--- src/hdl/tfag_pkg.sv ---
// ----------------------------------------------------------------------------
// tfag_pkg
// Shared types, codes and constants of the channel-major tile fetch
// address generator.
// ----------------------------------------------------------------------------
package tfag_pkg;

    // Block constants
    localparam int VECTOR_WIDTH = 8;
    localparam int PORT_COUNT   = 4;
    localparam int BUFFER_ROWS  = 4096;

    // Field widths
    localparam int TILE_IDX_W  = 12;
    localparam int ADDR_W      = 32;
    localparam int ROW_W       = 12;
    localparam int PORT_W      = 2;
    localparam int S_TDATA_W   = 40;
    localparam int M_TDATA_W   = 48;

    // Configuration register widths
    localparam int CFG_CH_W    = 13;
    localparam int CFG_DIM_W   = 9;
    localparam int CFG_FRAME_W = 13;
    localparam int CFG_DATA_W  = 13;
    localparam int CFG_IDX_W   = 3;

    // Register indexes
    localparam logic [CFG_IDX_W-1:0] CFG_TILE_CHANNELS   = 3'd0;
    localparam logic [CFG_IDX_W-1:0] CFG_TILE_OUT_HEIGHT = 3'd1;
    localparam logic [CFG_IDX_W-1:0] CFG_TILE_OUT_WIDTH  = 3'd2;
    localparam logic [CFG_IDX_W-1:0] CFG_TILE_IN_HEIGHT  = 3'd3;
    localparam logic [CFG_IDX_W-1:0] CFG_TILE_IN_WIDTH   = 3'd4;
    localparam logic [CFG_IDX_W-1:0] CFG_FRAME_SIDE      = 3'd5;

    // Request kinds
    localparam logic REQ_START = 1'b0;
    localparam logic REQ_STEP  = 1'b1;

    // Datapath widths
    localparam int MUL_W      = 32;
    localparam int GRP_W      = 13;   // holds the group count itself (up to 4096)
    localparam int GRP_CNT_W  = 12;
    localparam int DIM_CNT_W  = 8;
    localparam int STRIDE_W   = 9;
    localparam int ROW_ACC_W  = 30;

    localparam logic [GRP_W-1:0]     GROUPS_MAX = 13'd4096;
    localparam logic [CFG_DIM_W-1:0] DIM_MAX    = 9'd256;

    typedef struct packed {
        logic [CFG_CH_W-1:0]    tile_channels;
        logic [CFG_DIM_W-1:0]   tile_out_height;
        logic [CFG_DIM_W-1:0]   tile_out_width;
        logic [CFG_DIM_W-1:0]   tile_in_height;
        logic [CFG_DIM_W-1:0]   tile_in_width;
        logic [CFG_FRAME_W-1:0] frame_side;
    } cfg_t;

    // Micro-operations of the shared multiplier sequence
    typedef enum logic [3:0] {
        UOP_NONE,
        UOP_FF,
        UOP_CH,
        UOP_Y,
        UOP_CF,
        UOP_YF,
        UOP_X,
        UOP_GI,
        UOP_RH,
        UOP_RS,
        UOP_FIN
    } uop_t;

    typedef enum logic [3:0] {
        ST_IDLE,
        ST_FF,
        ST_CH,
        ST_Y,
        ST_CF,
        ST_YF,
        ST_X,
        ST_GI,
        ST_RH,
        ST_RS,
        ST_FIN
    } ctrl_state_t;

    typedef struct packed {
        logic start_load;
        uop_t uop;
        logic commit;
    } cmd_t;

    typedef struct packed {
        logic active;
        logic out_busy;
    } status_t;

endpackage

--- src/hdl/tfag_cfg_regs.sv ---
// ----------------------------------------------------------------------------
// tfag_cfg_regs
// Write-only configuration register file, masked to each register's width.
// ----------------------------------------------------------------------------
module tfag_cfg_regs
    import tfag_pkg::*;
(
    input  logic                  clk,
    input  logic                  rst_n,
    input  logic                  cfg_we,
    input  logic [CFG_IDX_W-1:0]  cfg_index,
    input  logic [CFG_DATA_W-1:0] cfg_data,
    output cfg_t                  cfg
);

    cfg_t cfg_reg;
    cfg_t cfg_next;

    always_comb
    begin
        cfg_next = cfg_reg;
        if (cfg_we)
        begin
            unique case (cfg_index)
                CFG_TILE_CHANNELS:   cfg_next.tile_channels   = cfg_data[CFG_CH_W-1:0];
                CFG_TILE_OUT_HEIGHT: cfg_next.tile_out_height = cfg_data[CFG_DIM_W-1:0];
                CFG_TILE_OUT_WIDTH:  cfg_next.tile_out_width  = cfg_data[CFG_DIM_W-1:0];
                CFG_TILE_IN_HEIGHT:  cfg_next.tile_in_height  = cfg_data[CFG_DIM_W-1:0];
                CFG_TILE_IN_WIDTH:   cfg_next.tile_in_width   = cfg_data[CFG_DIM_W-1:0];
                CFG_FRAME_SIDE:      cfg_next.frame_side      = cfg_data[CFG_FRAME_W-1:0];
                default:             cfg_next = cfg_reg;   // unmapped index
            endcase
        end
    end

    always_ff @(posedge clk or negedge rst_n)
    begin
        if (!rst_n)
        begin
            cfg_reg.tile_channels   <= CFG_CH_W'(8);
            cfg_reg.tile_out_height <= CFG_DIM_W'(1);
            cfg_reg.tile_out_width  <= CFG_DIM_W'(1);
            cfg_reg.tile_in_height  <= CFG_DIM_W'(1);
            cfg_reg.tile_in_width   <= CFG_DIM_W'(1);
            cfg_reg.frame_side      <= CFG_FRAME_W'(1);
        end
        else
        begin
            cfg_reg <= cfg_next;
        end
    end

    assign cfg = cfg_reg;

endmodule

--- src/hdl/tfag_ctrl.sv ---
// ----------------------------------------------------------------------------
// tfag_ctrl
// Sequencer: takes requests, walks the multiplier schedule for a step and
// commits the result once the output register is free.
// ----------------------------------------------------------------------------
module tfag_ctrl
    import tfag_pkg::*;
(
    input  logic    clk,
    input  logic    rst_n,
    input  logic    req_valid,
    input  logic    req_kind,
    output logic    req_ready,
    input  status_t status,
    output cmd_t    cmd
);

    ctrl_state_t state_reg;
    ctrl_state_t state_next;

    always_ff @(posedge clk or negedge rst_n)
    begin
        if (!rst_n)
        begin
            state_reg <= ST_IDLE;
        end
        else
        begin
            state_reg <= state_next;
        end
    end

    always_comb
    begin
        state_next     = state_reg;
        req_ready      = 1'b0;
        cmd.start_load = 1'b0;
        cmd.uop        = UOP_NONE;
        cmd.commit     = 1'b0;
        unique case (state_reg)
            ST_IDLE:
            begin
                req_ready = 1'b1;
                if (req_valid)
                begin
                    cmd.start_load = (req_kind == REQ_START);
                    if ((req_kind == REQ_STEP) && status.active)
                    begin
                        state_next = ST_FF;
                    end
                end
            end
            ST_FF:
            begin
                cmd.uop    = UOP_FF;
                state_next = ST_CH;
            end
            ST_CH:
            begin
                cmd.uop    = UOP_CH;
                state_next = ST_Y;
            end
            ST_Y:
            begin
                cmd.uop    = UOP_Y;
                state_next = ST_CF;
            end
            ST_CF:
            begin
                cmd.uop    = UOP_CF;
                state_next = ST_YF;
            end
            ST_YF:
            begin
                cmd.uop    = UOP_YF;
                state_next = ST_X;
            end
            ST_X:
            begin
                cmd.uop    = UOP_X;
                state_next = ST_GI;
            end
            ST_GI:
            begin
                cmd.uop    = UOP_GI;
                state_next = ST_RH;
            end
            ST_RH:
            begin
                cmd.uop    = UOP_RH;
                state_next = ST_RS;
            end
            ST_RS:
            begin
                cmd.uop    = UOP_RS;
                state_next = ST_FIN;
            end
            ST_FIN:
            begin
                cmd.uop = UOP_FIN;
                if (!status.out_busy)
                begin
                    cmd.commit = 1'b1;
                    state_next = ST_IDLE;
                end
            end
            default:
            begin
                state_next = ST_IDLE;
            end
        endcase
    end

    // schedule is entered only from idle
    a_ff_from_idle: assert property (@(posedge clk) disable iff (!rst_n)
        (state_reg == ST_FF) |-> $past(state_reg == ST_IDLE))
        else $error("step schedule entered from a busy state");

    // a stalled result keeps the sequencer parked in FIN
    a_fin_hold: assert property (@(posedge clk) disable iff (!rst_n)
        (state_reg == ST_FIN && status.out_busy) |=> (state_reg == ST_FIN))
        else $error("left FIN while the output register was occupied");

    a_commit_idle: assert property (@(posedge clk) disable iff (!rst_n)
        cmd.commit |=> (state_reg == ST_IDLE && req_ready))
        else $error("not ready for a new request after commit");

endmodule

--- src/hdl/tfag_datapath.sv ---
// ----------------------------------------------------------------------------
// tfag_datapath
// Tile state, loop counters, shared 32-bit multiplier with accumulators, and
// the output register.
// ----------------------------------------------------------------------------
module tfag_datapath
    import tfag_pkg::*;
(
    input  logic                  clk,
    input  logic                  rst_n,
    input  cfg_t                  cfg,
    input  cmd_t                  cmd,
    output status_t               status,
    input  logic [TILE_IDX_W-1:0] channel_tile,
    input  logic [TILE_IDX_W-1:0] row_tile,
    input  logic [TILE_IDX_W-1:0] col_tile,
    output logic                  out_valid,
    input  logic                  out_ready,
    output logic [ADDR_W-1:0]     out_source_address,
    output logic [ROW_W-1:0]      out_buffer_row,
    output logic [PORT_W-1:0]     out_buffer_port,
    output logic                  out_row_overflow,
    output logic                  out_last
);

    // tile state
    logic                  active_reg, active_next;
    logic [GRP_CNT_W-1:0]  group_count_reg, group_count_next;
    logic [DIM_CNT_W-1:0]  row_count_reg, row_count_next;
    logic [DIM_CNT_W-1:0]  col_count_reg, col_count_next;
    logic [TILE_IDX_W-1:0] held_ct_reg, held_ct_next;
    logic [TILE_IDX_W-1:0] held_rt_reg, held_rt_next;
    logic [TILE_IDX_W-1:0] held_cl_reg, held_cl_next;

    // arithmetic registers
    logic [MUL_W-1:0]     prod_reg, prod_next;
    logic [MUL_W-1:0]     ff_reg, ff_next;
    logic [MUL_W-1:0]     chan_reg, chan_next;
    logic [MUL_W-1:0]     y_reg, y_next;
    logic [MUL_W-1:0]     acc_reg, acc_next;
    logic [ROW_ACC_W-1:0] row_acc_reg, row_acc_next;

    // output register
    logic                 out_valid_reg, out_valid_next;
    logic [ADDR_W-1:0]    out_addr_reg;
    logic [ROW_W-1:0]     out_row_reg;
    logic [PORT_W-1:0]    out_port_reg;
    logic                 out_ovf_reg;
    logic                 out_last_reg;

    // derived bounds from live configuration
    logic [CFG_CH_W-1:0]  grp_div;
    logic [GRP_W-1:0]     groups;
    logic [CFG_DIM_W-1:0] ih_sat;
    logic [CFG_DIM_W-1:0] iw_sat;
    logic [STRIDE_W-1:0]  stride;
    logic                 col_end, row_end, grp_end, last_step;

    logic [MUL_W-1:0]     mul_a, mul_b, mul_lo;
    logic                 prod_load;
    logic [ROW_ACC_W-1:0] row_full;
    logic [DIM_CNT_W-1:0] col_quot;

    assign grp_div = CFG_CH_W'(cfg.tile_channels / VECTOR_WIDTH);
    assign groups  = (GRP_W'(grp_div) > GROUPS_MAX) ? GROUPS_MAX : GRP_W'(grp_div);
    assign ih_sat  = (cfg.tile_in_height > DIM_MAX) ? DIM_MAX : cfg.tile_in_height;
    assign iw_sat  = (cfg.tile_in_width > DIM_MAX) ? DIM_MAX : cfg.tile_in_width;
    assign stride  = STRIDE_W'(iw_sat / PORT_COUNT) + STRIDE_W'(1);

    assign col_end   = (CFG_DIM_W'(col_count_reg) + CFG_DIM_W'(1)) >= iw_sat;
    assign row_end   = (CFG_DIM_W'(row_count_reg) + CFG_DIM_W'(1)) >= ih_sat;
    assign grp_end   = (GRP_W'(group_count_reg) + GRP_W'(1)) >= groups;
    assign last_step = col_end && row_end && grp_end;

    assign col_quot = DIM_CNT_W'(col_count_reg / PORT_COUNT);
    assign row_full = row_acc_reg + prod_reg[ROW_ACC_W-1:0];

    // low word only: every address term is taken modulo 2^32
    assign mul_lo = mul_a * mul_b;

    // multiplier schedule: each product lands in prod_reg and is folded in
    // on the following micro-op
    always_comb
    begin
        mul_a        = '0;
        mul_b        = '0;
        prod_load    = 1'b0;
        ff_next      = ff_reg;
        chan_next    = chan_reg;
        y_next       = y_reg;
        acc_next     = acc_reg;
        row_acc_next = row_acc_reg;
        unique case (cmd.uop)
            UOP_FF:
            begin
                mul_a     = MUL_W'(cfg.frame_side);
                mul_b     = MUL_W'(cfg.frame_side);
                prod_load = 1'b1;
            end
            UOP_CH:
            begin
                mul_a     = MUL_W'(held_ct_reg);
                mul_b     = MUL_W'(groups);
                prod_load = 1'b1;
                ff_next   = prod_reg;
            end
            UOP_Y:
            begin
                mul_a     = MUL_W'(held_rt_reg);
                mul_b     = MUL_W'(cfg.tile_out_height);
                prod_load = 1'b1;
                chan_next = prod_reg + MUL_W'(group_count_reg);
            end
            UOP_CF:
            begin
                mul_a     = chan_reg;
                mul_b     = ff_reg;
                prod_load = 1'b1;
                y_next    = prod_reg + MUL_W'(row_count_reg);
            end
            UOP_YF:
            begin
                mul_a     = y_reg;
                mul_b     = MUL_W'(cfg.frame_side);
                prod_load = 1'b1;
                acc_next  = prod_reg;
            end
            UOP_X:
            begin
                mul_a     = MUL_W'(held_cl_reg);
                mul_b     = MUL_W'(cfg.tile_out_width);
                prod_load = 1'b1;
                acc_next  = acc_reg + prod_reg;
            end
            UOP_GI:
            begin
                mul_a     = MUL_W'(group_count_reg);
                mul_b     = MUL_W'(ih_sat);
                prod_load = 1'b1;
                acc_next  = acc_reg + prod_reg;
            end
            UOP_RH:
            begin
                mul_a     = prod_reg;
                mul_b     = MUL_W'(stride);
                prod_load = 1'b1;
                acc_next  = acc_reg + MUL_W'(col_count_reg);
            end
            UOP_RS:
            begin
                mul_a        = MUL_W'(row_count_reg);
                mul_b        = MUL_W'(stride);
                prod_load    = 1'b1;
                row_acc_next = prod_reg[ROW_ACC_W-1:0] + ROW_ACC_W'(col_quot);
            end
            UOP_NONE, UOP_FIN:
            begin
                prod_load = 1'b0;
            end
            default:
            begin
                prod_load = 1'b0;
            end
        endcase
    end

    assign prod_next = prod_load ? mul_lo : prod_reg;

    // tile state and counters
    always_comb
    begin
        active_next      = active_reg;
        group_count_next = group_count_reg;
        row_count_next   = row_count_reg;
        col_count_next   = col_count_reg;
        held_ct_next     = held_ct_reg;
        held_rt_next     = held_rt_reg;
        held_cl_next     = held_cl_reg;
        if (cmd.start_load)
        begin
            held_ct_next     = channel_tile;
            held_rt_next     = row_tile;
            held_cl_next     = col_tile;
            group_count_next = '0;
            row_count_next   = '0;
            col_count_next   = '0;
            active_next      = (groups != '0) && (ih_sat != '0) && (iw_sat != '0);
        end
        else if (cmd.commit)
        begin
            priority if (last_step)
            begin
                active_next      = 1'b0;
                group_count_next = '0;
                row_count_next   = '0;
                col_count_next   = '0;
            end
            else if (!col_end)
            begin
                col_count_next = col_count_reg + DIM_CNT_W'(1);
            end
            else if (!row_end)
            begin
                col_count_next = '0;
                row_count_next = row_count_reg + DIM_CNT_W'(1);
            end
            else
            begin
                col_count_next   = '0;
                row_count_next   = '0;
                group_count_next = group_count_reg + GRP_CNT_W'(1);
            end
        end
    end

    always_comb
    begin
        out_valid_next = out_valid_reg;
        if (cmd.commit)
        begin
            out_valid_next = 1'b1;
        end
        else if (out_ready)
        begin
            out_valid_next = 1'b0;
        end
    end

    always_ff @(posedge clk or negedge rst_n)
    begin
        if (!rst_n)
        begin
            active_reg      <= 1'b0;
            group_count_reg <= '0;
            row_count_reg   <= '0;
            col_count_reg   <= '0;
            held_ct_reg     <= '0;
            held_rt_reg     <= '0;
            held_cl_reg     <= '0;
            out_valid_reg   <= 1'b0;
        end
        else
        begin
            active_reg      <= active_next;
            group_count_reg <= group_count_next;
            row_count_reg   <= row_count_next;
            col_count_reg   <= col_count_next;
            held_ct_reg     <= held_ct_next;
            held_rt_reg     <= held_rt_next;
            held_cl_reg     <= held_cl_next;
            out_valid_reg   <= out_valid_next;
        end
    end

    always_ff @(posedge clk)
    begin
        prod_reg    <= prod_next;
        ff_reg      <= ff_next;
        chan_reg    <= chan_next;
        y_reg       <= y_next;
        acc_reg     <= acc_next;
        row_acc_reg <= row_acc_next;
        if (cmd.commit)
        begin
            out_addr_reg <= ADDR_W'(acc_reg * VECTOR_WIDTH);
            out_row_reg  <= row_full[ROW_W-1:0];
            out_port_reg <= PORT_W'(col_count_reg % PORT_COUNT);
            out_ovf_reg  <= (row_full >= ROW_ACC_W'(BUFFER_ROWS));
            out_last_reg <= last_step;
        end
    end

    assign status.active   = active_reg;
    assign status.out_busy = out_valid_reg && !out_ready;

    assign out_valid          = out_valid_reg;
    assign out_source_address = out_addr_reg;
    assign out_buffer_row     = out_row_reg;
    assign out_buffer_port    = out_port_reg;
    assign out_row_overflow   = out_ovf_reg;
    assign out_last           = out_last_reg;

    // a commit never overwrites a result that is still waiting
    a_no_overwrite: assert property (@(posedge clk) disable iff (!rst_n)
        cmd.commit |-> !(out_valid_reg && !out_ready))
        else $error("result committed over a stalled output");

    a_commit_shows: assert property (@(posedge clk) disable iff (!rst_n)
        cmd.commit |=> out_valid_reg)
        else $error("committed result not presented");

    // counters rest at zero whenever no tile runs
    a_idle_counters: assert property (@(posedge clk) disable iff (!rst_n)
        !active_reg |-> (group_count_reg == '0 && row_count_reg == '0
                         && col_count_reg == '0))
        else $error("loop counters not cleared outside a tile");

endmodule

--- src/hdl/tile_fetch_addr_gen_channel_major.sv ---
// ----------------------------------------------------------------------------
// tile_fetch_addr_gen_channel_major
// Address generator for fetching one input-feature tile into the on-chip
// buffer, channel groups outermost, columns innermost.
// ----------------------------------------------------------------------------
// Use:
//   Requests arrive on the s_axis group. tuser = 0 is a start request: it
//   latches the channel/row/column tile indices from tdata, clears the loop
//   counters and arms the tile unless the live bounds make it empty. tuser = 1
//   is a step request: while a tile is armed it yields one transfer on the
//   m_axis group (source element address, buffer row and port in tdata,
//   row-overflow flag in tuser, tlast on the final transfer of the tile).
//   A step with no tile armed is swallowed without a result.
// Timing:
//   Start and idle step requests leave the sequencer idle. A live step's
//   result is registered on commit, and the next request is taken once the
//   sequencer is back in idle: one shared 32x32 multiplier works through
//   nine products in turn, since the live registers are used on every step.
//   The result may still be waiting downstream.
// Reset:
//   Registers return to 8, 1, 1, 1, 1, 1; no tile armed, output empty.
// Stall:
//   If m_axis_tready stays low, a finished second result waits in the
//   sequencer and no further request is taken until the first is gone.
// Configuration is written through cfg_we / cfg_index / cfg_data.
// ----------------------------------------------------------------------------
module tile_fetch_addr_gen_channel_major
    import tfag_pkg::*;
(
    input  logic                  clk,
    input  logic                  rst_n,

    // configuration
    input  logic                  cfg_we,
    input  logic [CFG_IDX_W-1:0]  cfg_index,
    input  logic [CFG_DATA_W-1:0] cfg_data,

    // requests
    input  logic                  s_axis_tvalid,
    output logic                  s_axis_tready,
    // [11:0] channel_tile, [23:12] row_tile, [35:24] col_tile, [39:36] zero
    input  logic [S_TDATA_W-1:0]  s_axis_tdata,
    // [0] req_type
    input  logic                  s_axis_tuser,

    // transfers
    output logic                  m_axis_tvalid,
    input  logic                  m_axis_tready,
    // [31:0] source_address, [43:32] buffer_row, [45:44] buffer_port,
    // [47:46] zero
    output logic [M_TDATA_W-1:0]  m_axis_tdata,
    // [0] row_overflow
    output logic                  m_axis_tuser,
    output logic                  m_axis_tlast
);

    localparam int M_PAD_W = M_TDATA_W - ADDR_W - ROW_W - PORT_W;

    cfg_t    cfg;
    cmd_t    cmd;
    status_t status;

    logic [ADDR_W-1:0] source_address;
    logic [ROW_W-1:0]  buffer_row;
    logic [PORT_W-1:0] buffer_port;

    tfag_cfg_regs u_cfg
    (
        .clk       (clk),
        .rst_n     (rst_n),
        .cfg_we    (cfg_we),
        .cfg_index (cfg_index),
        .cfg_data  (cfg_data),
        .cfg       (cfg)
    );

    // sequencer: request handshake and step schedule
    tfag_ctrl u_ctrl
    (
        .clk       (clk),
        .rst_n     (rst_n),
        .req_valid (s_axis_tvalid),
        .req_kind  (s_axis_tuser),
        .req_ready (s_axis_tready),
        .status    (status),
        .cmd       (cmd)
    );

    // tile state, multiplier and output register
    tfag_datapath u_dp
    (
        .clk                (clk),
        .rst_n              (rst_n),
        .cfg                (cfg),
        .cmd                (cmd),
        .status             (status),
        .channel_tile       (s_axis_tdata[TILE_IDX_W-1:0]),
        .row_tile           (s_axis_tdata[2*TILE_IDX_W-1:TILE_IDX_W]),
        .col_tile           (s_axis_tdata[3*TILE_IDX_W-1:2*TILE_IDX_W]),
        .out_valid          (m_axis_tvalid),
        .out_ready          (m_axis_tready),
        .out_source_address (source_address),
        .out_buffer_row     (buffer_row),
        .out_buffer_port    (buffer_port),
        .out_row_overflow   (m_axis_tuser),
        .out_last           (m_axis_tlast)
    );

    assign m_axis_tdata = {{M_PAD_W{1'b0}}, buffer_port, buffer_row, source_address};

endmodule
--- config.mk ---
export PLATFORM = sky130hd
export DESIGN_NAME = tile_fetch_addr_gen_channel_major
export DESIGN_NICKNAME = d
export VERILOG_FILES = /design/src/hdl/tfag_pkg.sv /design/src/hdl/tfag_cfg_regs.sv /design/src/hdl/tfag_ctrl.sv /design/src/hdl/tfag_datapath.sv /design/src/hdl/tile_fetch_addr_gen_channel_major.sv
export SDC_FILE = /design/constraint.sdc
export NUM_CORES = 2
export LEC_CHECK = 0
export ABC_AREA = 1
export BUFFER_PORTS_ARGS = -buffer_cell sky130_fd_sc_hd__buf_2
export CORE_ASPECT_RATIO = 0.9
export CORE_MARGIN = 4
export CORE_UTILIZATION = 45
export CTS_BUF_LIST = sky130_fd_sc_hd__clkbuf_8
export DETAILED_ROUTE_END_ITERATION = 12
export MAX_ROUTING_LAYER = met4
export PLACE_DENSITY = 0.69
export SKIP_LAST_GASP = 1
export SYNTH_ARGS = -nofsm -noshare
export SYNTH_HDL_FRONTEND = slang
export SYNTH_SLANG_ARGS = --single-unit
--- constraint.sdc ---
create_clock -name clk -period 8.1 [get_ports clk]
set_input_delay 0.405 -clock clk [delete_from_list [all_inputs] [get_ports clk]]
set_output_delay 0.405 -clock clk [all_outputs]
set_load 0.1 [all_outputs]
==> impl_metrics.env <==
export IMPL_ctsHtreeMaxLevel=2
export IMPL_netlist_cell_type_count=50
export IMPL_worst_pin_slew_ns=1.01
export IMPL_timing_max_slew_rel_slack_pct=32.1
export IMPL_critPathTopFamily="adder cells"
export IMPL_area_growth_pct=20.3
export IMPL_start_kind="register"
export IMPL_die_height_um=271
export IMPL_drt_first_iter_violations=2542
export IMPL_wirelength_um=109000
export IMPL_timing_critical_path_slowest_stage_cell="fa_1"
export IMPL_post_dp_cell_area_um2=39100
export IMPL_worst_path_max_fanout=7
export IMPL_status="completed"
export IMPL_place_detailed_hpwl_um=87600
export IMPL_clock_latency_ns=0.69
export IMPL_synth_largest_area_cell="fa_1"
export IMPL_initial_core_util_pct=45.4
export IMPL_post_synth_inst_count=4225
export IMPL_timing_final_hold_violations=0
export IMPL_synthesis_area_um2=34600
export IMPL_die_width_um=300
export IMPL_overflow=0
export IMPL_buffering_stage_count_on_the_worst_path_with_inverters_included=11
export IMPL_worst_path_most_repeated_cell="fa_1"
export IMPL_grt_max_degree=69
export IMPL_clkSinkCount=353
export IMPL_initial_antenna_violation_count=0
export IMPL_remaining_number_of_nets_flagged_by_the_antenna_check_after_routing=0
export IMPL_tritoncts="yes"
export IMPL_final_max_slew_violation_count=0
export IMPL_yosys_register_bits=353
export IMPL_synth_sequential_area_ratio_pct=28.8
export IMPL_fraction_of_layout_cells_with_a_size_suffix_above_1_pct=14.8
export IMPL_layout_cell_area_non_filler_um2=41600
export IMPL_dr_pass1_iters=7
export IMPL_avgRoutedWirePerCell_um=18.9
export IMPL_worst_setup_path_end_kind="register"
export IMPL_hold_start="cfg_data[0]"
export IMPL_worst_ep_arrival_time_ns=8.34
export IMPL_total_die_area_um2=81300
export IMPL_largest_register_ff_count=59
export IMPL_number_of_enable_type_register_cells_in_the_synthesized_netlist=224
export IMPL_io_pin_count=114
export IMPL_gp_routability_congestion=0.971
export IMPL_fin_worst_skew_ns=0.0387
export IMPL_criticalPathCategory="reg2reg"
export IMPL_syn_area_per_cell_um2=8.18
export IMPL_num_cts_buffers=61
export IMPL_design_final_nets=5344
export IMPL_layout_commonest_cell="nand2_1"
export IMPL_yosys_top_cells_area="fa_1, edfxtp_1, nand2_1"
export IMPL_slowest_delay_ns=0.56
export IMPL_async_flop_share_pct=36.5
export IMPL_clock_root_buffer="clkbuf_8"
export IMPL_drt_vias_per_instance=5.13
export IMPL_most_frequent_cells_in_the_layout="nand2_1, inv_1, fa_1, nor2_1, buf_4"
export IMPL_min_path_type="in2reg"
export IMPL_clockBufferDepth=3
export IMPL_port_buffers=104
export IMPL_vias_in_the_first_global_route=28900
export IMPL_grt_pass1_wl_um=167000
export IMPL_ys_flop_type="edfxtp_1"
export IMPL_post_route_min_period_ns=7.91
export IMPL_post_route_fraction_of_the_period_consumed_by_the_critical_path_pct=97.7
export IMPL_data_required_time_of_the_critical_path_ns=8.53
export IMPL_placeableCoreArea_um2=76200
export IMPL_synth_top_area_share_pct=20.7
export IMPL_core_rowCount=96
export IMPL_grt_usage_pct=27.3
export IMPL_synth_yosys_warnings=0
export IMPL_finalSetupViolations=0
export IMPL_clkTransAtPathRegs_ns=0.06
export IMPL_crit_reg2reg_launch="u_ctrl.state_reg[2]"
export IMPL_grt_setup_unrepaired="true"
export IMPL_detailroute_via_count=29600
export IMPL_fmax_ghz=0.126
export IMPL_maxCapViolations=0
export IMPL_crit_start="u_ctrl.state_reg[2]"
export IMPL_remaining_drc_errors=0
-- metal layers --
metal	wire [um]	GRT usage [%]	up-vias
met2	49500	42.1	1106
met3	8590	4.93	184
met4	3290	7.05	0
li1	-	-	14100
met5	0	-	-
met1	47700	37.6	14300
-- cell type report --
cell class | count | area [um2]
diodes | 1 | 2.50
well taps | 1029 | 1290
flip-flops and latches | 353 | 9960
clock buffers | 64 | 881
multi-input cells | 2935 | 21500
clock inverters | 50 | 475
fillers | 7094 | 34600
repair buffers | 504 | 4330
inverters | 836 | 3150
-- cells by family after synthesis --
| logic type | after synthesis | synth area share (%) |
|---|---|---|
| buffers and inverters | 941 | 10.4 |
| xor gates and xnor gates | 176 | 4.46 |
| other | 1 | 0.0108 |
| and+or+nand+nor | 1731 | 20.3 |
| AOI/OAI and AO/OA | 432 | 6.90 |
| DFF | 353 | 28.8 |
| adders and majority gates | 591 | 29.2 |
-- path summary, 6_finish.rpt --
check / slack (ns) / cells after the start / endpoint
setup reg to reg: 0.19 / 33 / u_dp.prod_reg[29]
min in group asynchronous: 0.29 / 2 / u_dp.held_ct_reg[8]
max in group asynchronous: 6.51 / 3 / u_dp.col_count_reg[0]
hold reg to reg: 0.46 / 0 / u_dp.out_source_address[5]
hold / removal: 0.05 / 3 / u_cfg.cfg[31]
setup / recovery: 0.19 / 33 / u_dp.prod_reg[29]
-- worst min-delay path: cells and delay by family --
family | cells | cell delay, ns
AO/OA/AOI/OAI | 1 | 0.10
buffers and inverters | 2 | 0.20
-- stage by stage --
stage / setup TNS (ns) / cells / util, % / worst slack [ns] / hold slack (ns)
floorplan: 0 / 4229 / - / 0.0330 / 0.109
global placement: -0.0907 / 5600 / 51.3 / -0.0574 / 0.444
detailed placement: -0.534 / 5600 / 51.3 / -0.143 / 0.445
CTS: -0.0357 / 5757 / 53.8 / -0.0357 / 0.0104
global route: -0.369 / 5771 / 54.6 / -0.164 / 0.0310
finish: 0 / 5772 / 54.6 / 0.187 / 0.0509
-- Yosys cell counts, types with 18 or more instances --
library cell,count
nand2_1,1114
inv_1,818
fa_1,358
nor2_1,333
ha_1,233
edfxtp_1,224
o21ai_0,187
nand3_1,174
a21oi_1,150
xor2_1,138
dfrtp_1,123
clkbuf_1,71
xnor2_1,38
nor3_1,34
nand4_1,22
buf_2,18
-- repair_timing --
item                                    in CTS  in global routing
gates resized for setup                     18                127
buffers inserted                             1                 10
endpoints found under the hold margin      112                  0
endpoints found under the setup margin       6                 12
hold buffers                                42                  0
cloned                                       0                  4
pin swaps                                    2                 37
Power is left out: the tool's default activity adds up to more than one toggle a clock period on the data nets, which glitch-free logic cannot reach.
